--- src/hw/rtl/bump_allocator_with_marks_core_defines.svh ---
// ----------------------------------------------------------------------------
// Bump allocator assertion macros
// Shared property wrappers for the allocator core's checks.
// ----------------------------------------------------------------------------
`ifndef BUMP_ALLOCATOR_WITH_MARKS_CORE_DEFINES_SVH
`define BUMP_ALLOCATOR_WITH_MARKS_CORE_DEFINES_SVH

// Check that the consequent holds in the same cycle as the antecedent
`define BAM_ASSERT_NOW(label, ante, cons, msg) \
	label: assert property (@(posedge clk) disable iff (!arst_n) (ante) |-> (cons)) \
		else $error(msg);

// Check that the consequent holds in the cycle after the antecedent
`define BAM_ASSERT_NEXT(label, ante, cons, msg) \
	label: assert property (@(posedge clk) disable iff (!arst_n) (ante) |=> (cons)) \
		else $error(msg);

`endif

--- src/hw/rtl/bam_pkg.sv ---
// ----------------------------------------------------------------------------
// Bump allocator package
// Item types, register codes, command and status codes for the allocator.
// ----------------------------------------------------------------------------
package bam_pkg;

	localparam int unsigned DATA_W = 32;

	// Command codes
	localparam logic [1:0] CMD_ALLOC   = 2'd0;
	localparam logic [1:0] CMD_RESIZE  = 2'd1;
	localparam logic [1:0] CMD_SAVE    = 2'd2;
	localparam logic [1:0] CMD_RESTORE = 2'd3;

	// Status codes
	localparam logic [1:0] ST_OK          = 2'd0;
	localparam logic [1:0] ST_OOM         = 2'd1;
	localparam logic [1:0] ST_NOT_LAST    = 2'd2;
	localparam logic [1:0] ST_BAD_RESTORE = 2'd3;

	// Register indexes
	localparam logic [1:0] REG_BASE     = 2'd0;
	localparam logic [1:0] REG_CAPACITY = 2'd1;
	localparam logic [1:0] REG_ALIGN    = 2'd2;
	localparam logic [1:0] REG_GUARD    = 2'd3;

	// Register reset values
	localparam logic [31:0] BASE_RST     = 32'd0;
	localparam logic [31:0] CAPACITY_RST = 32'd65536;
	localparam logic [3:0]  ALIGN_RST    = 4'd6;
	localparam logic [11:0] GUARD_RST    = 12'd0;

	typedef struct packed {
		logic [1:0]  command;
		logic [31:0] count;
		logic [31:0] elem_size;
		logic [31:0] target_address;
		logic [31:0] mark_top;
		logic [31:0] mark_last;
		logic        mark_last_valid;
	} bam_req_t;

	typedef struct packed {
		logic [1:0]  status;
		logic [31:0] address;
		logic [31:0] saved_last;
		logic        saved_last_valid;
		logic [31:0] used_bytes;
		logic [31:0] peak_bytes;
	} bam_rsp_t;

	// Request after the size multiply
	typedef struct packed {
		logic [1:0]  command;
		logic [63:0] bytes;
		logic [31:0] target_address;
		logic [31:0] mark_top;
		logic [31:0] mark_last;
		logic        mark_last_valid;
	} bam_work_t;

	typedef struct packed {
		logic [31:0] base;
		logic [31:0] capacity;
		logic [3:0]  align_log2;
		logic [11:0] guard;
	} bam_cfg_t;

	typedef struct packed {
		logic [31:0] top;
		logic [31:0] last;
		logic        last_present;
		logic [31:0] peak;
	} bam_state_t;

endpackage

--- src/hw/rtl/bam_exec.sv ---
// ----------------------------------------------------------------------------
// Bump allocator command execution
// Applies one command to the allocator state: bound checks, padding,
// mark handling and peak tracking, all in combinational logic.
// ----------------------------------------------------------------------------
module bam_exec (
	input  bam_pkg::bam_cfg_t   cfg,
	input  bam_pkg::bam_state_t cur,
	input  bam_pkg::bam_work_t  work,
	output bam_pkg::bam_state_t nxt,
	output bam_pkg::bam_rsp_t   rsp
);
	import bam_pkg::*;

	logic [31:0] top_abs;
	logic [31:0] last_abs;
	logic [14:0] align_mask;
	logic [14:0] pad;
	logic [33:0] start;
	logic [65:0] alloc_end;
	logic        alloc_fit;
	logic [64:0] resize_end;
	logic        resize_fit;
	logic        last_match;
	logic [31:0] mark_off;
	logic [31:0] mark_last_off;
	logic        mark_bad;
	logic [31:0] grown_top;

	// Absolute addresses of top and last block
	assign top_abs  = cfg.base + cur.top;
	assign last_abs = cfg.base + cur.last;

	// Pad the top address up to the alignment, then leave the guard gap
	assign align_mask = (15'd1 << cfg.align_log2) - 15'd1;
	assign pad        = (15'd0 - top_abs[14:0]) & align_mask;
	assign start      = {2'b00, cur.top} + {19'd0, pad} + {22'd0, cfg.guard};

	// Exact bound checks against capacity
	assign alloc_end  = {32'd0, start} + {2'b00, work.bytes};
	assign alloc_fit  = alloc_end <= {34'd0, cfg.capacity};
	assign resize_end = {33'd0, cur.last} + {1'b0, work.bytes};
	assign resize_fit = resize_end <= {33'd0, cfg.capacity};
	assign last_match = cur.last_present && (last_abs == work.target_address);

	// Mark offsets relative to the region base
	assign mark_off      = work.mark_top - cfg.base;
	assign mark_last_off = work.mark_last - cfg.base;
	assign mark_bad      = mark_off > cur.top;

	// Top after a successful allocate or resize
	assign grown_top = (work.command == CMD_ALLOC) ? alloc_end[31:0] : resize_end[31:0];

	always_comb begin
		nxt                  = cur;
		rsp.status           = ST_OK;
		rsp.address          = '0;
		rsp.saved_last       = '0;
		rsp.saved_last_valid = 1'b0;

		case (work.command)
			CMD_ALLOC: begin
				if (alloc_fit) begin
					nxt.last         = start[31:0];
					nxt.last_present = 1'b1;
					nxt.top          = grown_top;
					rsp.address      = cfg.base + start[31:0];
				end else begin
					rsp.status = ST_OOM;
				end
			end
			CMD_RESIZE: begin
				if (!last_match) begin
					rsp.status = ST_NOT_LAST;
				end else if (resize_fit) begin
					nxt.top     = grown_top;
					rsp.address = last_abs;
				end else begin
					rsp.status = ST_OOM;
				end
			end
			CMD_SAVE: begin
				rsp.address = top_abs;
				if (cur.last_present) begin
					rsp.saved_last       = last_abs;
					rsp.saved_last_valid = 1'b1;
				end
			end
			CMD_RESTORE: begin
				if (mark_bad) begin
					rsp.status = ST_BAD_RESTORE;
				end else begin
					nxt.top          = mark_off;
					nxt.last_present = work.mark_last_valid;
					nxt.last         = work.mark_last_valid ? mark_last_off : 32'd0;
					rsp.address      = work.mark_top;
				end
			end
			default: begin
				rsp.status = ST_OK;
			end
		endcase

		// Track peak usage after growth only
		if ((work.command == CMD_ALLOC || work.command == CMD_RESIZE)
			&& rsp.status == ST_OK && nxt.top > cur.peak) begin
			nxt.peak = nxt.top;
		end

		rsp.used_bytes = nxt.top;
		rsp.peak_bytes = nxt.peak;
	end

endmodule

--- src/hw/rtl/bump_allocator_with_marks_core.sv ---
// ----------------------------------------------------------------------------
// Bump allocator with marks
// Arena allocator over one region: allocate, resize last, save and restore.
//
// Usage:
//   Requests enter on req/req_valid and are taken when req_stall is low.
//   Each request yields exactly one response on rsp/rsp_valid, taken when
//   rsp_stall is low. Responses come out in request order.
//   The first register holds the request with its count * elem_size
//   product, the second holds the response after the state update.
//   Throughput is one request per cycle while rsp_stall is low; the state
//   update (pad, guard, bound check, top and peak write) is combinational.
//   When the receiver stalls, the response holds and the block still takes
//   one more request into its first register; req_stall rises only while
//   both registers are full and the response is stalled.
//   Configuration writes on cfg_wr_en/cfg_index/cfg_data take effect at
//   once and are meant for idle periods.
//   Reset empties both registers, clears top, last block and peak, and
//   loads the register defaults (64-byte alignment, 64 KiB region).
// ----------------------------------------------------------------------------
module bump_allocator_with_marks_core (
	input  logic              clk,
	input  logic              arst_n,
	input  logic              req_valid,
	output logic              req_stall,
	input  bam_pkg::bam_req_t req,
	output logic              rsp_valid,
	input  logic              rsp_stall,
	output bam_pkg::bam_rsp_t rsp,
	input  logic              cfg_wr_en,
	input  logic [1:0]        cfg_index,
	input  logic [31:0]       cfg_data
);
	import bam_pkg::*;

	`include "bump_allocator_with_marks_core_defines.svh"

	bam_cfg_t   cfg_q;
	bam_state_t state_q;
	bam_state_t state_nxt;
	bam_work_t  work_s1;
	logic       valid_s1;
	bam_rsp_t   rsp_q;
	bam_rsp_t   rsp_nxt;
	logic       rsp_valid_q;
	logic       out_free;
	logic       adv_s1;
	logic       take;

	// Handshake control
	assign out_free  = !rsp_valid_q || !rsp_stall;
	assign adv_s1    = valid_s1 && out_free;
	assign req_stall = valid_s1 && !out_free;
	assign take      = req_valid && !req_stall;

	assign rsp_valid = rsp_valid_q;
	assign rsp       = rsp_q;

	// Write configuration registers
	always_ff @(posedge clk or negedge arst_n) begin
		if (!arst_n) begin
			cfg_q.base       <= BASE_RST;
			cfg_q.capacity   <= CAPACITY_RST;
			cfg_q.align_log2 <= ALIGN_RST;
			cfg_q.guard      <= GUARD_RST;
		end else if (cfg_wr_en) begin
			case (cfg_index)
				REG_BASE:     cfg_q.base       <= cfg_data;
				REG_CAPACITY: cfg_q.capacity   <= cfg_data;
				REG_ALIGN:    cfg_q.align_log2 <= cfg_data[3:0];
				REG_GUARD:    cfg_q.guard      <= cfg_data[11:0];
				default:      cfg_q.base       <= cfg_q.base;
			endcase
		end
	end

	// Stage 1: register the request with its byte count
	always_ff @(posedge clk or negedge arst_n) begin
		if (!arst_n) begin
			valid_s1 <= 1'b0;
		end else if (take) begin
			valid_s1 <= 1'b1;
		end else if (adv_s1) begin
			valid_s1 <= 1'b0;
		end
	end

	always_ff @(posedge clk) begin
		if (take) begin
			work_s1.command         <= req.command;
			work_s1.bytes           <= {32'd0, req.count} * {32'd0, req.elem_size};
			work_s1.target_address  <= req.target_address;
			work_s1.mark_top        <= req.mark_top;
			work_s1.mark_last       <= req.mark_last;
			work_s1.mark_last_valid <= req.mark_last_valid;
		end
	end

	bam_exec u_exec (
		.cfg  (cfg_q),
		.cur  (state_q),
		.work (work_s1),
		.nxt  (state_nxt),
		.rsp  (rsp_nxt)
	);

	// Stage 2: update allocator state and register the response
	always_ff @(posedge clk or negedge arst_n) begin
		if (!arst_n) begin
			state_q     <= '0;
			rsp_valid_q <= 1'b0;
		end else begin
			if (adv_s1) begin
				state_q     <= state_nxt;
				rsp_valid_q <= 1'b1;
			end else if (!rsp_stall) begin
				rsp_valid_q <= 1'b0;
			end
		end
	end

	always_ff @(posedge clk) begin
		if (adv_s1) begin
			rsp_q <= rsp_nxt;
		end
	end

	// Checks
	`BAM_ASSERT_NOW(a_top_below_peak, 1'b1, state_q.top <= state_q.peak, "top above peak")
	`BAM_ASSERT_NOW(a_fail_zero_addr, rsp_valid_q && rsp_q.status != ST_OK, rsp_q.address == 32'd0, "failed item carries an address")
	`BAM_ASSERT_NEXT(a_adv_gives_rsp, adv_s1, rsp_valid_q, "advanced item produced no response")

endmodule

--- config.mk ---
export PLATFORM = sky130hd
export DESIGN_NAME = bump_allocator_with_marks_core
export DESIGN_NICKNAME = d
export VERILOG_FILES = /design/src/hw/rtl/bam_pkg.sv /design/src/hw/rtl/bam_exec.sv /design/src/hw/rtl/bump_allocator_with_marks_core.sv
export VERILOG_INCLUDE_DIRS = /design/src /design/src/hw/rtl
export SDC_FILE = /design/constraint.sdc
export NUM_CORES = 2
export LEC_CHECK = 0
export ABC_AREA = 1
export BUFFER_PORTS_ARGS = -buffer_cell sky130_fd_sc_hd__buf_4
export CAP_MARGIN = 20
export CELL_PAD_IN_SITES_DETAIL_PLACEMENT = 1
export CELL_PAD_IN_SITES_GLOBAL_PLACEMENT = 2
export CORE_UTILIZATION = 40
export DETAILED_ROUTE_END_ITERATION = 10
export GPL_ROUTABILITY_DRIVEN = 0
export PLACE_DENSITY = 0.92
export SETUP_SLACK_MARGIN = 0.05
export SLEW_MARGIN = 20
export SYNTH_ARGS = -nofsm -noshare
export SYNTH_HDL_FRONTEND = slang
export SYNTH_HIERARCHICAL = 1
export SYNTH_SLANG_ARGS = --single-unit
--- constraint.sdc ---
create_clock -name clk -period 17.4 [get_ports clk]
set_clock_uncertainty 0.15 [all_clocks]
set_input_delay 0 -clock clk [delete_from_list [all_inputs] [get_ports clk]]
set_output_delay 0 -clock clk [all_outputs]
set_load 0.05 [all_outputs]
==> flow_summary.yaml <==
synthesis:
  synthCells: 11310
  synth_top_area_share_pct: 23.04
  yosys.area.top_type: "fa_1"
  ys_seq_elements: 473
  synth.area.top_cells: "fa_1 (23%), nand2_1 (17%), inv_1 (12%)"
  synth-main-ff-cell: "edfxtp_1"
  ys_types: 70
  synth_edf_count: 294
  yosysSeqAreaShare_pct: 16.73
  synth_nets: 13060
  syn-mean-instance-area_um2: 7.040
  netlist_area_um2: 79590
  synth_warnings: 6
  synth_async_sr_flop_share_pct: 37.84
clock_tree:
  cts_tree: "yes"
  htreeDepth: 2
  cts.reportedPaths.clkPinSlew_ps: 70
  numCtsBuffers: 53
  worstSkewPairLatency_ps: 730
  post_cts_buffers: 0
  clockRootBuffer: "clkbuf_16"
  clk_path_buf_depth: 3
  clock-sinks: 473
worst_setup_path:
  critPathMaxFanout: 40
  setup.worst_path.start_class: "flip-flop"
  cp-end-kind: "flip-flop"
  cp_slowest_cell: "a21oi_2"
  cp_slowest_stage_delay_ps: 740
  cp_common_cell: "nand2_1"
  path_class: "reg -> reg"
  arrival_ps: 14060
  required_ps: 17860
timing:
  hold_viol_final: 0
  period_needed_ps: 13590
  fin_ws_ps: 3807
  fin_setup_tns_ps: 0
  final-setup-viol-count: 0
  maxClockFrequency_mhz: 73.57
  maxSlewViolCount: 0
  worst_pin_slew_ps: 1280
  finalCritPeriodShare_pct: 78.12
  rsz0062_at_grt: "no"
  slew_headroom_pct: 14.38
floorplan:
  die_w_um: 448.1
  std_cell_rows: 163
  die_area_um2: 200800
  pin_count: 335
  die_h_um: 448.1
  fp.coreArea_um2: 197400
  start_util_pct: 40.32
grt:
  grt_pass1_vias: 85780
  antenna_found_initial: 18
  grt_pass1_wl_um: 532700
  track_usage_pct: 35.48
  grt_max_degree: 107
  grt.overflow.total: 0
layout:
  fin_nets: 13350
  final_util_pct: 44.79
  final_cells: 14300
  drive_gt1_share_pct: 5.514
  nFillCells: 25300
  area_delta_synth_final_pct: 11.09
placed_design:
  portBuffers: 334
  place_ws_ps: 4438
  dp_hpwl_um: 286000
  place_inst: 13940
routing:
  drc: 0
  first_pass_iters: 8
  viasPerCell: 5.498
  ant_nets: 0
  avgRoutedWirePerCell_um: 24.86
  wl_um: 355400
  vias: 78590
  drt_first_iter_violations: 5788
worst_hold_path:
  min_path_type: "in -> reg"
run_status:
  status: "finished, final reports clean"
job:
  cap_violations: 0
final cells by class:
type	count	area, µm²	area share (%)
clock buffer	61	1356	1.534
clock inverter	38	450.4	0.5094
timing repair buffer	615	5263	5.952
antenna	11	27.53	0.03113
multi-input combinational	7840	54870	62.06
sequential	473	13310	15.05
inverter	2617	9836	11.12
tap	2640	3303	3.736
synth_stat cells, types with 6 or more instances:
cell type,count
nand2_1,3622
buf_2,24
a21o_1,19
nor3_1,77
nand3_2,12
a21boi_0,19
o21a_1,22
a31oi_1,44
clkbuf_1,274
inv_2,36
xnor2_1,63
o22ai_1,13
buf_4,70
edfxtp_1,294
xor2_1,162
fa_1,916
a41oi_1,6
a21oi_1,379
nor4_1,25
nor2_1,569
nand2_2,25
clkinv_1,9
nand4_1,98
inv_1,2572
nor3_2,9
o221ai_1,8
nor2_2,37
a211oi_1,29
o21ai_0,303
or2_2,21
o21bai_1,34
dfrtp_1,176
nor2_4,8
ha_1,635
nand3_1,534
mux2i_1,29
o21ai_1,23
nand3b_1,19
o211ai_1,23
per-layer routing:
layer	part of all wire, %	vias to the layer above	global-route usage [%]
met4	9.4	16	27.66
met1	36	39170	38.94
met2	47	3272	60.45
met3	6.8	1354	6.640
met5	0.032	-	0
li1	-	34780	-
logic make-up after synthesis:
| group | count (synthesis) | synth area share, % |
|---|---|---|
| AOI/OAI and AO/OA | 953 | 6.755 |
| xor gates and xnor gates | 228 | 2.562 |
| adders and majority gates | 1551 | 33.02 |
| buffers and inverters | 2993 | 14.51 |
| DFF | 473 | 16.73 |
| muxes | 29 | 0.3647 |
| and+or+nand+nor | 5079 | 26.06 |
registers in the layout, indices dropped and copies added (netlist names):
signal / flops
rsp_valid: 1
work_s1: 163
rsp: 131
state_q: 97
cfg_q: 80
valid_s1: 1
critical path, delay by kind of cell (launching register included):
kind            cells  cell delay (ps)
flops               1              470
buf+inv             8             1720
xor+xnor            2              620
simple gates       34             5960
fa+ha+maj           5             2200
compound gates      7             2330
path summary, 6_finish.rpt:
check / from / end / slack, ps / cells past startpoint
max reg2reg: cfg_q[49]$_DFFE_PN0P_ / state_q[1]$_DFFE_PN0P_ / 3810 / 56
min: rsp_stall / rsp_valid$_DFFE_PN0P_ / 40 / 4
max: cfg_q[49]$_DFFE_PN0P_ / state_q[1]$_DFFE_PN0P_ / 3810 / 56
min in group asynchronous: arst_n / cfg_q[13]$_DFFE_PN1P_ / 270 / 3
max in group asynchronous: arst_n / state_q[83]$_DFFE_PN0P_ / 16050 / 4
min reg2reg: cfg_q[27]$_DFFE_PN0P_ / cfg_q[27]$_DFFE_PN0P_ / 350 / 2
layout by cell type, fill, tap and decap left out, types with 23 or more instances in the layout:
cell           count
xor2_1           155
nor4_1            25
clkbuf_16         53
dlygate4sd3_1    243
nor2_2            37
inv_2             36
o21ai_1           23
nand2_1         3620
buf_4            367
nor3_1            77
a211oi_1          29
fa_1             916
o21ai_0          303
nor2_1           566
a21oi_1          379
nand3_1          532
nand2_2           26
ha_1             632
edfxtp_1         294
xnor2_1           59
inv_1           2571
nand4_1           98
o21bai_1          34
mux2i_1           29
dfrtp_1          176
o211ai_1          23
a31oi_1           44
timing repair:
item,in CTS,in global routing
hold buffers,244,0
gates resized for setup,0,0
hold endpoints to repair,330,0
per-stage QoR:
step / hold WS, ps / instance area [µm²]
CTS: 11.59 / 88270
finish: 38.65 / 88420
global route: 37.09 / 88400
floorplan: -445.6 / 79590
global placement: 29.92 / 84000
detailed placement: 29.27 / 84000
Power is not shown: default switching activity piles up to over one toggle a cycle in this logic, so the estimate is an artifact.
